## src/design/cheb_pkg.sv

```systemverilog
// ----------------------------------------------------------------------------
// cheb_pkg
// Shared widths, limits and codes for the Chebyshev polynomial evaluator.
// ----------------------------------------------------------------------------
package cheb_pkg;

  // word field widths
  localparam int ARG_W = 32;
  localparam int DEG_W = 6;
  localparam int VAL_W = 38;

  // saturation bound of every recurrence value: +-2^OUT_LIM_LOG2
  localparam int    OUT_LIM_LOG2 = 36;
  localparam longint OUT_LIM     = 64'sd1 <<< OUT_LIM_LOG2;

  // low slice of the recurrence value fed to the multiplier in the first pass
  localparam int SPLIT_W = 19;

  // parameter defaults
  localparam int MAX_DEGREE_DEF = 63;
  localparam int FRAC_BITS_DEF  = 30;

  // polynomial kind codes
  localparam logic KIND_T = 1'b0;
  localparam logic KIND_U = 1'b1;

endpackage

```

## src/design/chebyshev_polynomial_eval_unit.sv

```systemverilog
// ----------------------------------------------------------------------------
// chebyshev_polynomial_eval_unit
// Evaluates T_n(x) or U_n(x) by the three-term recurrence on one shared
// multiplier under a small sequencer.
// ----------------------------------------------------------------------------
// A word is taken when start is high and busy is low. Degrees 0 and 1 finish
// at once: the result strobes on out_valid in the cycle after the accepting
// edge. A degree n of 2 or more (clamped to MAX_DEGREE) runs n-1 recurrence
// steps, each through S_MUL_LO, S_MUL_HI and S_UPD, and the result strobes as
// the last step's S_UPD completes. Each step needs all of these states because
// one 32x20 multiplier forms the 32x38 product in two passes (low slice, then
// high slice) before the combine/subtract/saturate cycle. busy drops in the
// cycle that carries the result, so a new word may be started alongside it.
// The result is valid for exactly that one cycle; the receiver cannot stall
// it, so it must capture out_value whenever out_valid is high.
// ----------------------------------------------------------------------------
module chebyshev_polynomial_eval_unit #(
  parameter int MAX_DEGREE = cheb_pkg::MAX_DEGREE_DEF,
  parameter int FRAC_BITS  = cheb_pkg::FRAC_BITS_DEF
) (
  input  logic                               clk,
  input  logic                               rst_n,
  input  logic                               start,
  output logic                               busy,
  input  logic signed [cheb_pkg::ARG_W-1:0]  in_arg_x,
  input  logic        [cheb_pkg::DEG_W-1:0]  in_degree,
  input  logic                               in_opcode,
  output logic                               out_valid,
  output logic signed [cheb_pkg::VAL_W-1:0]  out_value
);

  import cheb_pkg::*;

  // degree counter: wide enough for MAX_DEGREE and for the degree field
  localparam int CNT_W = $clog2(MAX_DEGREE + 1);
  localparam int CMP_W = (CNT_W > DEG_W) ? CNT_W : DEG_W;

  // multiplier operand and product widths
  localparam int MUL_B_W = VAL_W - SPLIT_W + 1;   // signed high slice / zero-ext low slice
  localparam int MUL_W   = ARG_W + MUL_B_W;
  localparam int PROD_W  = ARG_W + VAL_W;         // full x * p
  localparam int DIFF_W  = PROD_W + 1;

  // 2x*p / 2^FRAC_BITS == x*p / 2^(FRAC_BITS-1)
  localparam int SHIFT = FRAC_BITS - 1;

  // seed P0 = 1.0, saturated when 1.0 lies beyond the bound
  localparam logic signed [VAL_W-1:0] ONE_VAL =
    (FRAC_BITS > OUT_LIM_LOG2) ? VAL_W'(OUT_LIM) : VAL_W'(64'sd1 <<< FRAC_BITS);

  localparam logic signed [DIFF_W-1:0] LIM_POS = DIFF_W'(OUT_LIM);
  localparam logic signed [DIFF_W-1:0] LIM_NEG = -DIFF_W'(OUT_LIM);

  typedef enum logic [1:0] {
    S_IDLE,
    S_MUL_LO,   // x * low slice of P(k)
    S_MUL_HI,   // x * high slice of P(k)
    S_UPD       // combine, shift, subtract P(k-1), saturate
  } state_t;

  state_t                    state_r, state_nxt;
  logic signed [ARG_W-1:0]   x_r, x_nxt;
  logic signed [VAL_W-1:0]   prev_r, prev_nxt;
  logic signed [VAL_W-1:0]   cur_r, cur_nxt;
  logic        [CMP_W-1:0]   rem_r, rem_nxt;
  logic signed [MUL_W-1:0]   plo_r, plo_nxt;
  logic signed [MUL_W-1:0]   phi_r, phi_nxt;
  logic                      out_valid_r, out_valid_nxt;
  logic signed [VAL_W-1:0]   out_value_r, out_value_nxt;

  logic                      accept;
  logic        [CMP_W-1:0]   deg_ext;
  logic        [CMP_W-1:0]   n_eff;
  logic signed [VAL_W-1:0]   seed1;
  logic signed [MUL_B_W-1:0] mul_b;
  logic signed [MUL_W-1:0]   mul_p;
  logic signed [PROD_W-1:0]  prod;
  logic signed [PROD_W-1:0]  prod_sh;
  logic signed [DIFF_W-1:0]  diff;
  logic signed [VAL_W-1:0]   step_val;

  assign busy   = (state_r != S_IDLE);
  assign accept = start && !busy;

  // degree clamp
  assign deg_ext = CMP_W'(in_degree);
  assign n_eff   = (deg_ext > CMP_W'(MAX_DEGREE)) ? CMP_W'(MAX_DEGREE) : deg_ext;

  // P1 = x for T, 2x for U; |2x| <= 2^32 stays inside the bound
  assign seed1 = (in_opcode == KIND_U) ? (VAL_W'(in_arg_x) <<< 1) : VAL_W'(in_arg_x);

  // shared multiplier: low pass uses the unsigned low slice, high pass the signed rest
  assign mul_b = (state_r == S_MUL_LO) ? $signed({1'b0, cur_r[SPLIT_W-1:0]})
                                       : $signed({cur_r[VAL_W-1], cur_r[VAL_W-1:SPLIT_W]});
  assign mul_p = x_r * mul_b;

  // floor(x*p / 2^(FRAC_BITS-1)) - P(k-1), saturated
  assign prod     = (PROD_W'(phi_r) <<< SPLIT_W) + PROD_W'(plo_r);
  assign prod_sh  = prod >>> SHIFT;
  assign diff     = DIFF_W'(prod_sh) - DIFF_W'(prev_r);
  assign step_val = (diff > LIM_POS) ? VAL_W'(LIM_POS) :
                    (diff < LIM_NEG) ? VAL_W'(LIM_NEG) : VAL_W'(diff);

  always_comb begin
    state_nxt     = state_r;
    x_nxt         = x_r;
    prev_nxt      = prev_r;
    cur_nxt       = cur_r;
    rem_nxt       = rem_r;
    plo_nxt       = plo_r;
    phi_nxt       = phi_r;
    out_valid_nxt = 1'b0;
    out_value_nxt = out_value_r;

    unique case (state_r)
      S_IDLE: begin
        if (accept) begin
          x_nxt    = in_arg_x;
          prev_nxt = ONE_VAL;
          cur_nxt  = seed1;
          rem_nxt  = n_eff - CMP_W'(1);
          if (n_eff == '0) begin
            out_valid_nxt = 1'b1;
            out_value_nxt = ONE_VAL;
          end else if (n_eff == CMP_W'(1)) begin
            out_valid_nxt = 1'b1;
            out_value_nxt = seed1;
          end else begin
            state_nxt = S_MUL_LO;
          end
        end
      end
      S_MUL_LO: begin
        plo_nxt   = mul_p;
        state_nxt = S_MUL_HI;
      end
      S_MUL_HI: begin
        phi_nxt   = mul_p;
        state_nxt = S_UPD;
      end
      S_UPD: begin
        prev_nxt = cur_r;
        cur_nxt  = step_val;
        rem_nxt  = rem_r - CMP_W'(1);
        if (rem_r == CMP_W'(1)) begin
          out_valid_nxt = 1'b1;
          out_value_nxt = step_val;
          state_nxt     = S_IDLE;
        end else begin
          state_nxt = S_MUL_LO;
        end
      end
      default: state_nxt = S_IDLE;
    endcase
  end

  always_ff @(posedge clk) begin
    // datapath: no reset needed
    x_r         <= x_nxt;
    prev_r      <= prev_nxt;
    cur_r       <= cur_nxt;
    rem_r       <= rem_nxt;
    plo_r       <= plo_nxt;
    phi_r       <= phi_nxt;
    out_value_r <= out_value_nxt;
    if (!rst_n) begin
      state_r     <= S_IDLE;
      out_valid_r <= 1'b0;
    end else begin
      state_r     <= state_nxt;
      out_valid_r <= out_valid_nxt;
    end
  end

  assign out_valid = out_valid_r;
  assign out_value = out_value_r;

endmodule
```

## config.mk

```make
export PLATFORM = sky130hd
export DESIGN_NAME = chebyshev_polynomial_eval_unit
export DESIGN_NICKNAME = d
export VERILOG_FILES = /design/src/design/cheb_pkg.sv /design/src/design/chebyshev_polynomial_eval_unit.sv
export SDC_FILE = /design/constraint.sdc
export NUM_CORES = 2
export LEC_CHECK = 0
export BUFFER_PORTS_ARGS = -buffer_cell sky130_fd_sc_hd__buf_2
export CAP_MARGIN = 40
export CORE_MARGIN = 5
export CORE_UTILIZATION = 61
export CTS_CLUSTER_SIZE = 10
export DETAILED_ROUTE_END_ITERATION = 8
export GPL_ROUTABILITY_DRIVEN = 0
export GPL_TIMING_DRIVEN = 1
export PLACE_DENSITY = 0.78
export SETUP_SLACK_MARGIN = 0.3
export SLEW_MARGIN = 10
export SYNTH_ARGS = -nofsm -noshare
export SYNTH_HDL_FRONTEND = slang
export SYNTH_SLANG_ARGS = --single-unit
```

## constraint.sdc

```tcl
create_clock -name clk -period 19.7 [get_ports clk]
set_clock_uncertainty 0.15 [all_clocks]
set_input_delay 3.94 -clock clk [delete_from_list [all_inputs] [get_ports clk]]
set_output_delay 3.94 -clock clk [all_outputs]
set_load 0.005 [all_outputs]
```

==> impl_metrics.ini <==
[status]
status = finished clean

[clocking]
ctsResizeCount = 0
hold_buffers = 0
root_buffer = clkbuf_16
clkLatencyLatePin_ps = 550
post-cts-setup-buffers = 0
cts_buffers = 28
cts_max_path_buffers = 3
cts_tree = yes
htree_levels = 1
path_clk_slew_ps = 60
cts_sinks = 239

[synthesis]
syn_inst = 3881
synth_compound_area_share_pct = 8.96
synth-adder-area-share_pct = 42.1
synth_edf_count = 236
synth_cell_types = 80
synth_top_family_by_area = adder cells
yosys.area_share.xor_xnor_pct = 2.97
synth_top_area_share_pct = 34.3
synth_area_mm2 = 0.0372
synthMuxAreaShare_pct = 1.44
synth_largest_area_cell = fa_1
synth_warnings = 0
synth_seq_area_share_pct = 19.2
yosys.area_share.simple_pct = 15.6
async_reset_ff_share_pct = 0
synth_fp_nets = 4790
avgSynthCellArea_um2 = 9.58
ys_ff_latch = 239
synth_ff_type = edfxtp_1
synthTopCellsByArea = fa_1 (34%), edfxtp_1 (19%), ha_1 (7.7%), inv_1 (7.7%), nand2_1 (4.3%)

[worst_setup_path]
worstPathRequired_ps = 19840
worstSetupEndpointType = flop
r2r_cells = 30
cpMostUsedCell = fa_1
critPathArrivalTime_ps = 9680
start_kind = flop
cpMaxStageDelayCell = fa_1
path_max_fanout = 31
slowest_delay_ps = 550
worstSetupPathType = reg2reg

[placement]
dpl_cell_area_mm2 = 0.0385
dp.final_hpwl_um = 76400
place.port_buffers = 81

[floorplanning]
ioPinCount = 82
fp-row-count = 90
die_h_um = 257
initial_utilization_pct = 61.6
die-area_mm2 = 0.0660
core_mm2 = 0.0604
die_x_um = 257

[detailed_routing]
ant_nets = 0
dr.pass1.iters = 6
drc = 0
initialDrtViolationCount = 2641
drt-total-wl_um = 101000
drt-vias-per-instance = 6.03
drt-wirelength-per-cell_um = 21.7
num_vias = 28100

[sta]
slew_violations = 0
worstMarginPinSlew_ps = 949
finalSetupViolations = 0
fin_crit_ps = 9540
setup_tns_ps = 0
post-route-period-util_pct = 48.4
relSlewSlack_pct = 35.1
rsz0062_at_grt = no
max_freq_ghz = 0.105
hold_violations = 0

[grt]
grt.overflow.total = 0
grt_pass1_wl_um = 160000
antenna_found_initial = 5
grt_pass1_vias = 29000
grt_max_degree = 85
grt_usage_pct = 30.7

[finish]
layout_commonest_cell = inv_1
drive_gt1_share_pct = 6.14
seq_area_mm2 = 0.00715
final_area_mm2 = 0.0393
mostFrequentLayoutCells = inv_1 (764), fa_1 (637), nand2_1 (426), edfxtp_1 (236), and2_1 (230)
multiInputGateArea_mm2 = 0.0265
finish.net_count = 4775
synthToLayoutAreaGrowth_pct = 5.72
fillerInstances = 4709

[run]
maxCapViolCount = 0

[min_path]
hp-class = reg2reg
hold_path_depth = 2
## worst paths after layout
path | startpoint | slack [ps] | endpoint
setup reg to reg | state_r[1] | 10160 | plo_r[51]
setup / recovery | state_r[1] | 10160 | plo_r[51]
hold / removal | state_r[1] | 420 | state_r[1]
hold reg to reg | state_r[1] | 420 | state_r[1]
## per-layer routing
metal / vias to the layer above / GRT usage (%) / share of wire (%)
li1: 12200 / - / -
met1: 14000 / 41.6 / 38
met2: 1567 / 49.8 / 47
met3: 359 / 6.39 / 11
met4: 6 / 11.0 / 4.7
met5: - / 0 / 0.045
## area by class of cell
class,count,area share [%]
antenna,1,0.00637
clock buffer,40,1.98
clock inverter,2,0.0350
inverter,764,7.30
multi-input combinational,2687,67.4
sequential,239,18.2
tap,782,2.49
timing repair buffer,146,2.59
## registers in the layout, summed over array words and instances, names as in the netlist
signal / count
cur_r: 38
plo_r: 33
out_value: 38
state_r: 2
prev_r: 38
rem_r: 6
out_valid: 1
x_r: 32
phi_r: 51
## cells in the mapped netlist, types with 17 or more instances
| cell type | count |
|---|---|
| inv_1 | 764 |
| fa_1 | 637 |
| nand2_1 | 428 |
| edfxtp_1 | 236 |
| and2_1 | 230 |
| ha_1 | 230 |
| clkbuf_1 | 170 |
| nor2b_1 | 169 |
| nor2_1 | 142 |
| a21oi_1 | 116 |
| xnor2_1 | 92 |
| o21ai_0 | 74 |
| nand3_1 | 53 |
| a21o_1 | 47 |
| mux2i_1 | 39 |
| a31oi_1 | 36 |
| xor2_1 | 34 |
| nand2b_1 | 30 |
| a32oi_1 | 29 |
| o2111ai_1 | 26 |
| nor3_1 | 25 |
| o21a_1 | 20 |
| nand4_1 | 19 |
| o211ai_1 | 17 |
| o21bai_1 | 17 |
## per-stage QoR
| stage | util [%] | hold WS (ps) | setup WS (ps) | cells |
|---|---|---|---|---|
| final | 65.1 | 415 | 10160 | 4661 |
| after detailed placement | 63.8 | 410 | 10330 | 4618 |
| after floorplan | - | 344 | 10330 | 3881 |
| after global placement | 63.5 | 393 | 10370 | 4609 |
| after CTS | 65.1 | 418 | 10280 | 4660 |
| after global routing | 65.1 | 445 | 9720 | 4660 |
## critical path, delay by kind of cell, from the launching register on
family | cells | cell delay [ps]
muxes | 1 | 490
DFF | 1 | 340
AOI/OAI and AO/OA | 8 | 2380
xor gates and xnor gates | 1 | 150
and+or+nand+nor | 3 | 450
adders and majority gates | 9 | 3970
buffers and inverters | 8 | 1290
## cells by family after synthesis
logic type / after synthesis
flip-flops: 239
XOR/XNOR: 126
multiplexers: 52
buffers and inverters: 955
AND/OR/NAND/NOR: 1158
adder cells (fa/ha/maj): 867
AO/OA/AOI/OAI: 484
Power is left out: the tool's default activity adds up to more than one toggle a clock period on the data nets, which glitch-free logic cannot reach.
